$ cat src/capture_trigger_policy_unit_assert.svh
// Assertion macros shared by the capture trigger policy RTL.
// Every macro expects signals named clk and rst_n in the including module.
`ifndef CAPTURE_TRIGGER_POLICY_UNIT_ASSERT_SVH
`define CAPTURE_TRIGGER_POLICY_UNIT_ASSERT_SVH

// The consequent must hold in the same cycle as the antecedent.
`define CTP_ASSERT_SAME(label, ante, cons, msg) \
    label: assert property (@(posedge clk) disable iff (!rst_n) (ante) |-> (cons)) \
        else $error(msg);

// The consequent must hold in the cycle after the antecedent.
`define CTP_ASSERT_NEXT(label, ante, cons, msg) \
    label: assert property (@(posedge clk) disable iff (!rst_n) (ante) |=> (cons)) \
        else $error(msg);

`endif

$ cat src/ctp_pkg.sv
// Shared types and constants for the capture trigger policy unit.
// Depends on nothing; the three RTL modules refer to it by scoped names.
package ctp_pkg;

    typedef struct packed {
        logic [31:0] time_ms;
        logic        has_detection;
        logic [15:0] top_score;
    } in_item_t;

    typedef struct packed {
        logic        save_frame;
        logic [2:0]  save_reason;
        logic [1:0]  rung_index;
        logic [15:0] bursts_cancelled;
    } out_item_t;

    // Scalar configuration seen by the decision logic.
    typedef struct packed {
        logic [1:0]  capture_mode;
        logic [15:0] min_interval_ms;
        logic [15:0] confidence_threshold;
        logic [2:0]  ladder_count;
        logic [7:0]  burst_frames;
        logic [15:0] burst_interval_ms;
        logic [23:0] cooldown_ms;
    } cfg_t;

    // Register indexes on the configuration port.
    localparam logic [2:0] REG_CAPTURE_MODE     = 3'd0;
    localparam logic [2:0] REG_MIN_INTERVAL     = 3'd1;
    localparam logic [2:0] REG_CONF_THRESHOLD   = 3'd2;
    localparam logic [2:0] REG_LADDER_COUNT     = 3'd3;
    localparam logic [2:0] REG_LADDER_THRESH    = 3'd4;
    localparam logic [2:0] REG_LADDER_INTERVALS = 3'd5;
    localparam logic [2:0] REG_BURST_FRAMES     = 3'd6;
    localparam logic [2:0] REG_BURST_INTERVAL   = 3'd7;

    localparam logic [1:0] MODE_TIMED     = 2'd0;
    localparam logic [1:0] MODE_DETECTION = 2'd1;
    localparam logic [1:0] MODE_BURST     = 2'd2;

    localparam logic [2:0] REASON_NONE      = 3'd0;
    localparam logic [2:0] REASON_TIMED     = 3'd1;
    localparam logic [2:0] REASON_DETECTION = 3'd2;
    localparam logic [2:0] REASON_BURST     = 3'd3;
    localparam logic [2:0] REASON_LADDER    = 3'd4;

    localparam logic [2:0]  RUNG_BURST       = 3'd7;
    localparam logic [31:0] FADE_MS          = 32'd2000;
    localparam logic [23:0] MIN_COOLDOWN_MS  = 24'd1000;
    localparam logic [15:0] CONF_THRESH_INIT = 16'd32768;
    localparam logic [15:0] CANCEL_MAX       = 16'hFFFF;

endpackage

$ cat src/capture_trigger_policy_unit.sv
// Capture trigger policy unit: input register, one-pass save decision, result register.
// A frame accepted into the input register is decided and written to the result register when it is free.
// Throughput: one frame per cycle while out_stall is low; the decision path is 32-bit time
// differences, compares, an 8 by 16 bit cooldown product and a four-rung priority select.
// Reset: asynchronous, active low; clears all policy state and pipeline valids and
// loads the configuration reset values; a write applies to every frame decided after it.
`include "capture_trigger_policy_unit_assert.svh"

module capture_trigger_policy_unit #(
    parameter int LADDER_ENTRIES = 4
) (
    input  logic                clk,
    input  logic                rst_n,
    input  logic                in_valid,
    output logic                in_stall,
    input  ctp_pkg::in_item_t   in_data,
    output logic                out_valid,
    input  logic                out_stall,
    output ctp_pkg::out_item_t  out_data,
    input  logic                cfg_valid,
    output logic                cfg_ready,
    input  logic [2:0]          cfg_index,
    input  logic [63:0]         cfg_data
);

    ctp_pkg::cfg_t      cfg;
    logic [15:0]        ladder_thr [LADDER_ENTRIES];
    logic [15:0]        ladder_ivl [LADDER_ENTRIES];
    ctp_pkg::in_item_t  s1_data_reg;
    logic               s1_valid_reg, s1_valid_next;
    ctp_pkg::out_item_t out_data_reg;
    logic               out_valid_reg, out_valid_next;
    ctp_pkg::out_item_t result;
    logic               out_free;
    logic               fire;
    logic               in_take;

    ctp_cfg #(.LADDER_ENTRIES(LADDER_ENTRIES)) u_cfg (
        .clk        (clk),
        .rst_n      (rst_n),
        .cfg_valid  (cfg_valid),
        .cfg_ready  (cfg_ready),
        .cfg_index  (cfg_index),
        .cfg_data   (cfg_data),
        .cfg        (cfg),
        .ladder_thr (ladder_thr),
        .ladder_ivl (ladder_ivl)
    );

    ctp_policy #(.LADDER_ENTRIES(LADDER_ENTRIES)) u_policy (
        .clk        (clk),
        .rst_n      (rst_n),
        .fire       (fire),
        .item       (s1_data_reg),
        .cfg        (cfg),
        .ladder_thr (ladder_thr),
        .ladder_ivl (ladder_ivl),
        .result     (result)
    );

    // The held frame is decided whenever the result register can take it.
    assign out_free = !out_valid_reg || !out_stall;
    assign fire     = s1_valid_reg && out_free;
    assign in_stall = s1_valid_reg && !out_free;
    assign in_take  = in_valid && !in_stall;

    always_comb
    begin
        s1_valid_next = s1_valid_reg;
        if (in_take)
        begin
            s1_valid_next = 1'b1;
        end
        else if (fire)
        begin
            s1_valid_next = 1'b0;
        end

        out_valid_next = out_valid_reg;
        if (fire)
        begin
            out_valid_next = 1'b1;
        end
        else if (!out_stall)
        begin
            out_valid_next = 1'b0;
        end
    end

    always_ff @(posedge clk or negedge rst_n)
    begin
        if (!rst_n)
        begin
            s1_valid_reg  <= 1'b0;
            out_valid_reg <= 1'b0;
        end
        else
        begin
            s1_valid_reg  <= s1_valid_next;
            out_valid_reg <= out_valid_next;
        end
    end

    always_ff @(posedge clk)
    begin
        if (in_take)
        begin
            s1_data_reg <= in_data;
        end
        if (fire)
        begin
            out_data_reg <= result;
        end
    end

    assign out_valid = out_valid_reg;
    assign out_data  = out_data_reg;

    `CTP_ASSERT_SAME(a_no_overwrite, out_valid_reg && out_stall, !fire, "result overwritten while stalled")
    `CTP_ASSERT_SAME(a_reason_matches_save, out_valid_reg, out_data_reg.save_frame == (out_data_reg.save_reason != ctp_pkg::REASON_NONE), "save flag and reason disagree")
    `CTP_ASSERT_SAME(a_rung_only_ladder, out_valid_reg && out_data_reg.save_reason != ctp_pkg::REASON_LADDER, out_data_reg.rung_index == 2'd0, "rung index set without a ladder save")

endmodule

$ cat src/ctp_cfg.sv
// Configuration register file of the capture trigger policy unit.
// Depends on ctp_pkg; also derives the burst cooldown from the burst settings.
module ctp_cfg #(
    parameter int LADDER_ENTRIES = 4
) (
    input  logic                clk,
    input  logic                rst_n,
    input  logic                cfg_valid,
    output logic                cfg_ready,
    input  logic [2:0]          cfg_index,
    input  logic [63:0]         cfg_data,
    output ctp_pkg::cfg_t       cfg,
    output logic [15:0]         ladder_thr [LADDER_ENTRIES],
    output logic [15:0]         ladder_ivl [LADDER_ENTRIES]
);

    logic [1:0]  mode_reg;
    logic [15:0] min_interval_reg;
    logic [15:0] conf_thr_reg;
    logic [2:0]  ladder_count_reg;
    logic [7:0]  burst_frames_reg;
    logic [15:0] burst_interval_reg;
    logic [23:0] cooldown_ms;
    logic [15:0] ladder_thr_reg [LADDER_ENTRIES];
    logic [15:0] ladder_ivl_reg [LADDER_ENTRIES];
    logic [7:0]  frames_eff;
    logic [15:0] interval_eff;
    logic [23:0] span;
    logic        wr;

    assign cfg_ready = 1'b1;
    assign wr        = cfg_valid && cfg_ready;

    always_ff @(posedge clk or negedge rst_n)
    begin
        if (!rst_n)
        begin
            mode_reg           <= ctp_pkg::MODE_TIMED;
            min_interval_reg   <= '0;
            conf_thr_reg       <= ctp_pkg::CONF_THRESH_INIT;
            ladder_count_reg   <= '0;
            burst_frames_reg   <= '0;
            burst_interval_reg <= '0;
            for (int i = 0; i < LADDER_ENTRIES; i++)
            begin
                ladder_thr_reg[i] <= '0;
                ladder_ivl_reg[i] <= '0;
            end
        end
        else if (wr)
        begin
            unique case (cfg_index)
                ctp_pkg::REG_CAPTURE_MODE:     mode_reg           <= cfg_data[1:0];
                ctp_pkg::REG_MIN_INTERVAL:     min_interval_reg   <= cfg_data[15:0];
                ctp_pkg::REG_CONF_THRESHOLD:   conf_thr_reg       <= cfg_data[15:0];
                ctp_pkg::REG_LADDER_COUNT:     ladder_count_reg   <= cfg_data[2:0];
                ctp_pkg::REG_LADDER_THRESH:
                begin
                    for (int i = 0; i < LADDER_ENTRIES; i++)
                    begin
                        ladder_thr_reg[i] <= cfg_data[16*i +: 16];
                    end
                end
                ctp_pkg::REG_LADDER_INTERVALS:
                begin
                    for (int i = 0; i < LADDER_ENTRIES; i++)
                    begin
                        ladder_ivl_reg[i] <= cfg_data[16*i +: 16];
                    end
                end
                ctp_pkg::REG_BURST_FRAMES:     burst_frames_reg   <= cfg_data[7:0];
                ctp_pkg::REG_BURST_INTERVAL:   burst_interval_reg <= cfg_data[15:0];
            endcase
        end
    end

    // Cooldown is the longer of one second and a full burst span, each
    // factor counted as at least one.
    always_comb
    begin
        frames_eff   = (burst_frames_reg == 8'd0) ? 8'd1 : burst_frames_reg;
        interval_eff = (burst_interval_reg == 16'd0) ? 16'd1 : burst_interval_reg;
        span         = {16'd0, frames_eff} * {8'd0, interval_eff};
        cooldown_ms  = (span > ctp_pkg::MIN_COOLDOWN_MS) ? span : ctp_pkg::MIN_COOLDOWN_MS;
    end

    always_comb
    begin
        cfg.capture_mode         = mode_reg;
        cfg.min_interval_ms      = min_interval_reg;
        cfg.confidence_threshold = conf_thr_reg;
        cfg.ladder_count         = ladder_count_reg;
        cfg.burst_frames         = burst_frames_reg;
        cfg.burst_interval_ms    = burst_interval_reg;
        cfg.cooldown_ms          = cooldown_ms;
    end

    assign ladder_thr = ladder_thr_reg;
    assign ladder_ivl = ladder_ivl_reg;

endmodule

$ cat src/ctp_policy.sv
// Save decision and policy state of the capture trigger policy unit.
// Depends on ctp_pkg and the assertion macro header.
`include "capture_trigger_policy_unit_assert.svh"

module ctp_policy #(
    parameter int LADDER_ENTRIES = 4
) (
    input  logic                clk,
    input  logic                rst_n,
    input  logic                fire,
    input  ctp_pkg::in_item_t   item,
    input  ctp_pkg::cfg_t       cfg,
    input  logic [15:0]         ladder_thr [LADDER_ENTRIES],
    input  logic [15:0]         ladder_ivl [LADDER_ENTRIES],
    output ctp_pkg::out_item_t  result
);

    logic [31:0] last_save_reg,      last_save_next;
    logic [31:0] last_conf_reg,      last_conf_next;
    logic [7:0]  burst_left_reg,     burst_left_next;
    logic [31:0] last_burst_reg,     last_burst_next;
    logic        burst_done_reg,     burst_done_next;
    logic        target_seen_reg,    target_seen_next;
    logic [2:0]  current_rung_reg,   current_rung_next;
    logic [15:0] cancel_count_reg,   cancel_count_next;

    logic [31:0] since_save;
    logic        confident;
    logic        cooled;
    logic        rung_found;
    logic [15:0] interval;
    logic        save;
    logic [2:0]  reason;
    logic [1:0]  rung_out;

    always_comb
    begin
        last_save_next    = last_save_reg;
        last_conf_next    = last_conf_reg;
        burst_left_next   = burst_left_reg;
        last_burst_next   = last_burst_reg;
        burst_done_next   = burst_done_reg;
        target_seen_next  = target_seen_reg;
        current_rung_next = current_rung_reg;
        cancel_count_next = cancel_count_reg;
        since_save        = item.time_ms - last_save_reg;
        confident         = item.has_detection && (item.top_score >= cfg.confidence_threshold);
        cooled            = 1'b0;
        rung_found        = 1'b0;
        interval          = '0;
        save              = 1'b0;
        reason            = ctp_pkg::REASON_NONE;
        rung_out          = '0;

        if (cfg.capture_mode == ctp_pkg::MODE_DETECTION)
        begin
            if (item.has_detection && since_save >= {16'd0, cfg.min_interval_ms})
            begin
                save   = 1'b1;
                reason = ctp_pkg::REASON_DETECTION;
            end
        end
        else if (cfg.capture_mode == ctp_pkg::MODE_BURST)
        begin
            if (confident)
            begin
                last_conf_next   = item.time_ms;
                target_seen_next = 1'b1;
            end
            else if (target_seen_reg && (item.time_ms - last_conf_reg) > ctp_pkg::FADE_MS)
            begin
                target_seen_next = 1'b0;
            end

            if (item.has_detection)
            begin
                // Any detection cuts short a burst in flight; a confident one also counts it as cancelled.
                if (confident && burst_left_reg != 8'd0)
                begin
                    burst_done_next = 1'b1;
                    if (cancel_count_reg != ctp_pkg::CANCEL_MAX)
                    begin
                        cancel_count_next = cancel_count_reg + 16'd1;
                    end
                end
                burst_left_next = '0;
                // The lowest rung whose threshold the score reaches wins.
                for (int i = 0; i < LADDER_ENTRIES; i++)
                begin
                    if (!rung_found && 3'(i) < cfg.ladder_count
                        && item.top_score >= ladder_thr[i])
                    begin
                        rung_found        = 1'b1;
                        interval          = ladder_ivl[i];
                        current_rung_next = 3'(i);
                    end
                end
            end
            else if (target_seen_next)
            begin
                cooled = (last_burst_reg == 32'd0)
                      || ((item.time_ms - last_burst_reg) >= {8'd0, cfg.cooldown_ms});
                if (burst_left_reg == 8'd0 && !burst_done_reg && cooled)
                begin
                    burst_left_next = cfg.burst_frames;
                    last_burst_next = item.time_ms;
                end
                if (burst_left_next != 8'd0)
                begin
                    interval          = cfg.burst_interval_ms;
                    current_rung_next = ctp_pkg::RUNG_BURST;
                end
                else
                begin
                    target_seen_next = 1'b0;
                    burst_done_next  = 1'b0;
                end
            end

            if (interval != 16'd0 && since_save >= {16'd0, interval})
            begin
                save = 1'b1;
                if (current_rung_next == ctp_pkg::RUNG_BURST)
                begin
                    reason = ctp_pkg::REASON_BURST;
                    if (burst_left_next != 8'd0)
                    begin
                        burst_left_next = burst_left_next - 8'd1;
                    end
                    if (burst_left_next == 8'd0)
                    begin
                        burst_done_next  = 1'b1;
                        target_seen_next = 1'b0;
                    end
                end
                else
                begin
                    reason   = ctp_pkg::REASON_LADDER;
                    rung_out = current_rung_next[1:0];
                end
            end
        end
        else
        begin
            // Timed mode; the unused mode code behaves the same way.
            if (since_save >= {16'd0, cfg.min_interval_ms})
            begin
                save   = 1'b1;
                reason = ctp_pkg::REASON_TIMED;
            end
        end

        if (save)
        begin
            last_save_next = item.time_ms;
        end

        result.save_frame       = save;
        result.save_reason      = reason;
        result.rung_index       = rung_out;
        result.bursts_cancelled = cancel_count_next;
    end

    always_ff @(posedge clk or negedge rst_n)
    begin
        if (!rst_n)
        begin
            last_save_reg    <= '0;
            last_conf_reg    <= '0;
            burst_left_reg   <= '0;
            last_burst_reg   <= '0;
            burst_done_reg   <= 1'b0;
            target_seen_reg  <= 1'b0;
            current_rung_reg <= '0;
            cancel_count_reg <= '0;
        end
        else if (fire)
        begin
            last_save_reg    <= last_save_next;
            last_conf_reg    <= last_conf_next;
            burst_left_reg   <= burst_left_next;
            last_burst_reg   <= last_burst_next;
            burst_done_reg   <= burst_done_next;
            target_seen_reg  <= target_seen_next;
            current_rung_reg <= current_rung_next;
            cancel_count_reg <= cancel_count_next;
        end
    end

    `CTP_ASSERT_NEXT(a_cancel_monotonic, 1'b1, cancel_count_reg >= $past(cancel_count_reg), "cancel count went down")
    `CTP_ASSERT_NEXT(a_state_holds_idle, !fire, $stable(burst_left_reg) && $stable(last_save_reg), "policy state changed without a decision")

endmodule
$ cat config.mk
export PLATFORM = sky130hd
export DESIGN_NAME = capture_trigger_policy_unit
export DESIGN_NICKNAME = d
export VERILOG_FILES = /design/src/ctp_pkg.sv /design/src/capture_trigger_policy_unit.sv /design/src/ctp_cfg.sv /design/src/ctp_policy.sv
export VERILOG_INCLUDE_DIRS = /design/src /design/src/src
export SDC_FILE = /design/constraint.sdc
export NUM_CORES = 1
export LEC_CHECK = 0
export BUFFER_PORTS_ARGS = -buffer_cell sky130_fd_sc_hd__buf_2
export CORE_MARGIN = 3
export CORE_UTILIZATION = 57
export DETAILED_ROUTE_END_ITERATION = 10
export PLACE_DENSITY = 0.84
export SETUP_SLACK_MARGIN = 0.5
export SLEW_MARGIN = 20
export SYNTH_ARGS = -nofsm -noshare
export SYNTH_HDL_FRONTEND = slang
export SYNTH_HIERARCHICAL = 1
export SYNTH_SLANG_ARGS = --single-unit
$ cat constraint.sdc
create_clock -name clk -period 10.4 [get_ports clk]
set_input_delay 0.52 -clock clk [delete_from_list [all_inputs] [get_ports clk]]
set_output_delay 0.52 -clock clk [all_outputs]
set_load 0.05 [all_outputs]
==> impl_results.md <==
- Critical path startpoint: u_cfg/burst_interval_reg[5]$_DFFE_PN0P_
- Number of global-route vias before repair: 25150
- Reg2reg end: u_policy/last_save_reg[11]$_DFFE_PN0P_
- Die Width: 235.0 um
- Worst Reg-to-Reg Cells: 46
- Largest net degree at the start of global routing: 91
- Logic pwr share: 69.6%
- Type of the worst min-delay path: input port to register
- Fin. max-slew vios: 0
- Layout cells sized above 1: 22.14%
- Root buffer cell: clkbuf_16
- Core area: ~52000 um^2
- Fin crit period: 10.66 ns
- Reg2Reg Setup Slack: -0.26 ns
- Critical path class: register to register
- Vias per cell: 6.326
- Clk Latency, worst-skew pair: 0.61 ns
- Seq pwr share: 17.1%
- Synth top area cells: dfrtp_1 (26%), ha_1 (12%), mux2_2 (9.8%)
- Synthesized area: 29890 um^2
- Number of enable flip-flop cells after synthesis: 71
- Reg-to-reg startpoint: u_cfg/burst_interval_reg[5]$_DFFE_PN0P_
- Clock H-tree levels: 2
- Yosys cell types: between 90 and 100
- Power share of the clock group: around an eighth
- Rows: 83
- ANT cells: 0
- Fmax: 93.83 MHz
- Number of max-cap violations: 0
- Vias: 25080
- Most frequent cell after synthesis: inv_1
- Critical path capture point type: register
- Top cell type's share of synthesized area: 26.38%
- Setup violations, final: 46
- Dpl hpwl: 61400 um
- Clk buf depth: 3
- Total global routing track utilization: between 30 and 40%
- Outcome: finished, violations left
- Final global-route overflow total: 0
- Drt initial violations: 2560
- First-pass GRT wire length: ~140000 um
- Clk sinks: 387
- Post-layout util: 65.97%
- Final Hold Fails: 0
- Hold Path Depth: 1
- Leak: 15.60 nW
- Hold Crit Endpoint: s1_data_reg[16]$_DFFE_PP_
- Initial core utilization: 57.90%
- Final period utilization: 102.5%
- Initial antenna violation count: 0
- Layout Cells excl Fill: approximately 4000
- CTS Buf Count: 43
- CP most frequent cell: a21o_1
- Drt pass-1 iters: 9
- Req. time, crit path: 10.86 ns
- IO Port Bufs: roughly 140
- CP Buf/Inv Count: 6
- Seq/Total Area, Yosys: 33.60%
- Worst-path clk slew: roughly 0.07 ns
- Hold Crit Start: in_data[16]
- Synthesized Nets: between 3000 and 4000
- VDD IR-drop max: 0.4016 mV
- Max Clock Skew: 0.03536 ns
- Worst Tran Pin Value: 1.059 ns
- Clock tree from TritonCTS: yes
- Switching Fraction: roughly 45%
- Post-Route WL: 86410 um
- P_int: 6.804 mW
- Hold WS: 0.09010 ns
- Synth Area per Inst: just under 10 um^2
- CP Max Fanout: 8
- Failing checks: setup timing
- Top post-synthesis cells by count: inv_1 (352), dfrtp_1 (315), ha_1 (276), mux2_2 (260)
- Top_reg_cell synth: dfrtp_1
- PD cells: 361.6 nW/um^2
- Per-cell routed wire length: 21.80 um
- Placed Cells: between 3000 and 4000
- Dpl ws: -0.4075 ns
- Power, Total: 12.31 mW
- Nets@finish: ~3700
- Psw: 5.508 mW
- Die area: 55220 um^2
- FFs w/ async S/R, synth: slightly above 80%
- Final ANT Viol Nets: 0
- Yosys warns: 6
- Slowest-stage cell, CP: or4_4
- Final RePlAce weighted congestion: between 0.9 and 1
- Area leader, netlist: dfrtp_1
- RSZ-0062 raised after global routing: true
- Final worst slack: -0.2576 ns
- Synth-to-Final Area Change: 13.94%
- Normalized max-slew margin: 29.12%
- Ports: 146
- CP Launch Type: register
- Die Height: 235.0 um
- WP data arrival: approximately 11 ns
- FF+latch count, synth: 387
- Worst stage delay on the critical path: 0.62 ns
- Cell family with most CP delay: compound AO/OA/AOI/OAI gates
- Cells after synthesis: 3028
- Post-route DRC: 0
==> worst reg2reg max path: cells and delay by family (launching register included) <==
| family | cells | cell delay, ns |
|---|---|---|
| muxes | 1 | 0.32 |
| buffers and inverters | 6 | 0.58 |
| AOI/OAI and AO/OA | 19 | 3.22 |
| and+or+nand+nor | 12 | 3.19 |
| adders and majority gates | 7 | 2.71 |
| xor gates and xnor gates | 1 | 0.17 |
| DFF | 1 | 0.39 |
==> stage by stage <==
step                cell area (um^2)  TNS [ns]
floorplan                      30000         0
global placement               32160    -4.984
detailed placement             32160    -12.23
CTS                            33890    -7.155
global route                   34050    -24.42
finish                         34050    -9.058
==> placed cells by master (no fill, tap or decap), types with 10 or more instances in the layout <==
master / instances
a21o_1: 58
a222oi_1: 14
nand4_1: 45
a211oi_1: 29
or4_1: 11
o21ai_0: 104
nand3_1: 53
o21bai_1: 14
and2_1: 104
o211ai_1: 26
mux2_2: 260
nor2b_1: 38
and3_1: 26
buf_2: 143
a21oi_1: 174
dfrtp_1: 315
fa_1: 86
a31oi_1: 38
xnor2_1: 59
ha_1: 271
inv_1: 347
buf_4: 138
edfxtp_1: 71
xor2_1: 38
o21ai_1: 17
nor3_1: 41
o21a_1: 35
nor4_1: 33
and4_1: 10
nor2_1: 92
clkbuf_16: 44
or3_1: 19
nand2_1: 176
o41ai_1: 10
nand2b_1: 27
mux2_4: 31
==> kinds of logic (layout without fill, tap and decap cells) <==
| logic type | after synthesis | after routing | synth area share, % |
|---|---|---|---|
| AND/OR/NAND/NOR | 732 | 732 | 13.18 |
| AO/OA/AOI/OAI | 676 | 676 | 15.23 |
| buffers and inverters | 470 | 726 | 6.058 |
| flip-flops | 387 | 387 | 33.60 |
| adder cells (fa/ha/maj) | 363 | 363 | 17.38 |
| multiplexers | 301 | 301 | 11.67 |
| XOR/XNOR | 98 | 98 | 2.872 |
| other | 1 | 1 | 0.01255 |
==> power groups by stage <==
stage	registers (mW)	logic [mW]	clock network [mW]
finish	2.11	8.57	1.64
global route	2.13	9.47	1.71
CTS	2.10	8.22	1.65
detailed placement	2.11	7.84	0
global placement	2.09	7.63	0
floorplan	2.07	5.21	0
==> area by class of cell <==
cell class | count | area [um^2]
tap | 680 | 850.8
inverter | 352 | 1321
timing repair buffer | 294 | 1994
fill | 3776 | 17560
multi-input combinational | 2171 | 18330
clock inverter | 26 | 365.4
clock buffer | 54 | 1147
sequential | 387 | 10040
==> what timing repair did <==
item,in CTS,in global routing
pin swaps,29,25
hold buffers,1,0
resized for setup,30,15
setup buffers,5,6
setup endpoints to repair,48,48
gates cloned,2,1
endpoints found under the hold margin,88,0
==> metal layers <==
layer	up-vias	track usage, %	share of wire [%]
met5	-	0	0
met4	0	12.60	4.6
met3	293	5.763	8.5
met2	1239	49.15	46
met1	12240	40.14	41
li1	11300	-	-
==> worst max path at each step <==
| stage | endpoint | slack (ns) | cells past startpoint |
|---|---|---|---|
| after floorplan | u_policy/last_save_reg[0]$_DFFE_PN0P_ | 0.20 | 47 |
| after global placement | u_policy/last_save_reg[24]$_DFFE_PN0P_ | -0.18 | 46 |
| after detailed placement | u_policy/last_save_reg[24]$_DFFE_PN0P_ | -0.41 | 46 |
| after CTS | u_policy/last_save_reg[13]$_DFFE_PN0P_ | -0.22 | 46 |
| after global routing | u_policy/last_save_reg[11]$_DFFE_PN0P_ | -0.58 | 46 |
| final | u_policy/last_save_reg[11]$_DFFE_PN0P_ | -0.26 | 46 |
(Power assumes the default switching activity.)
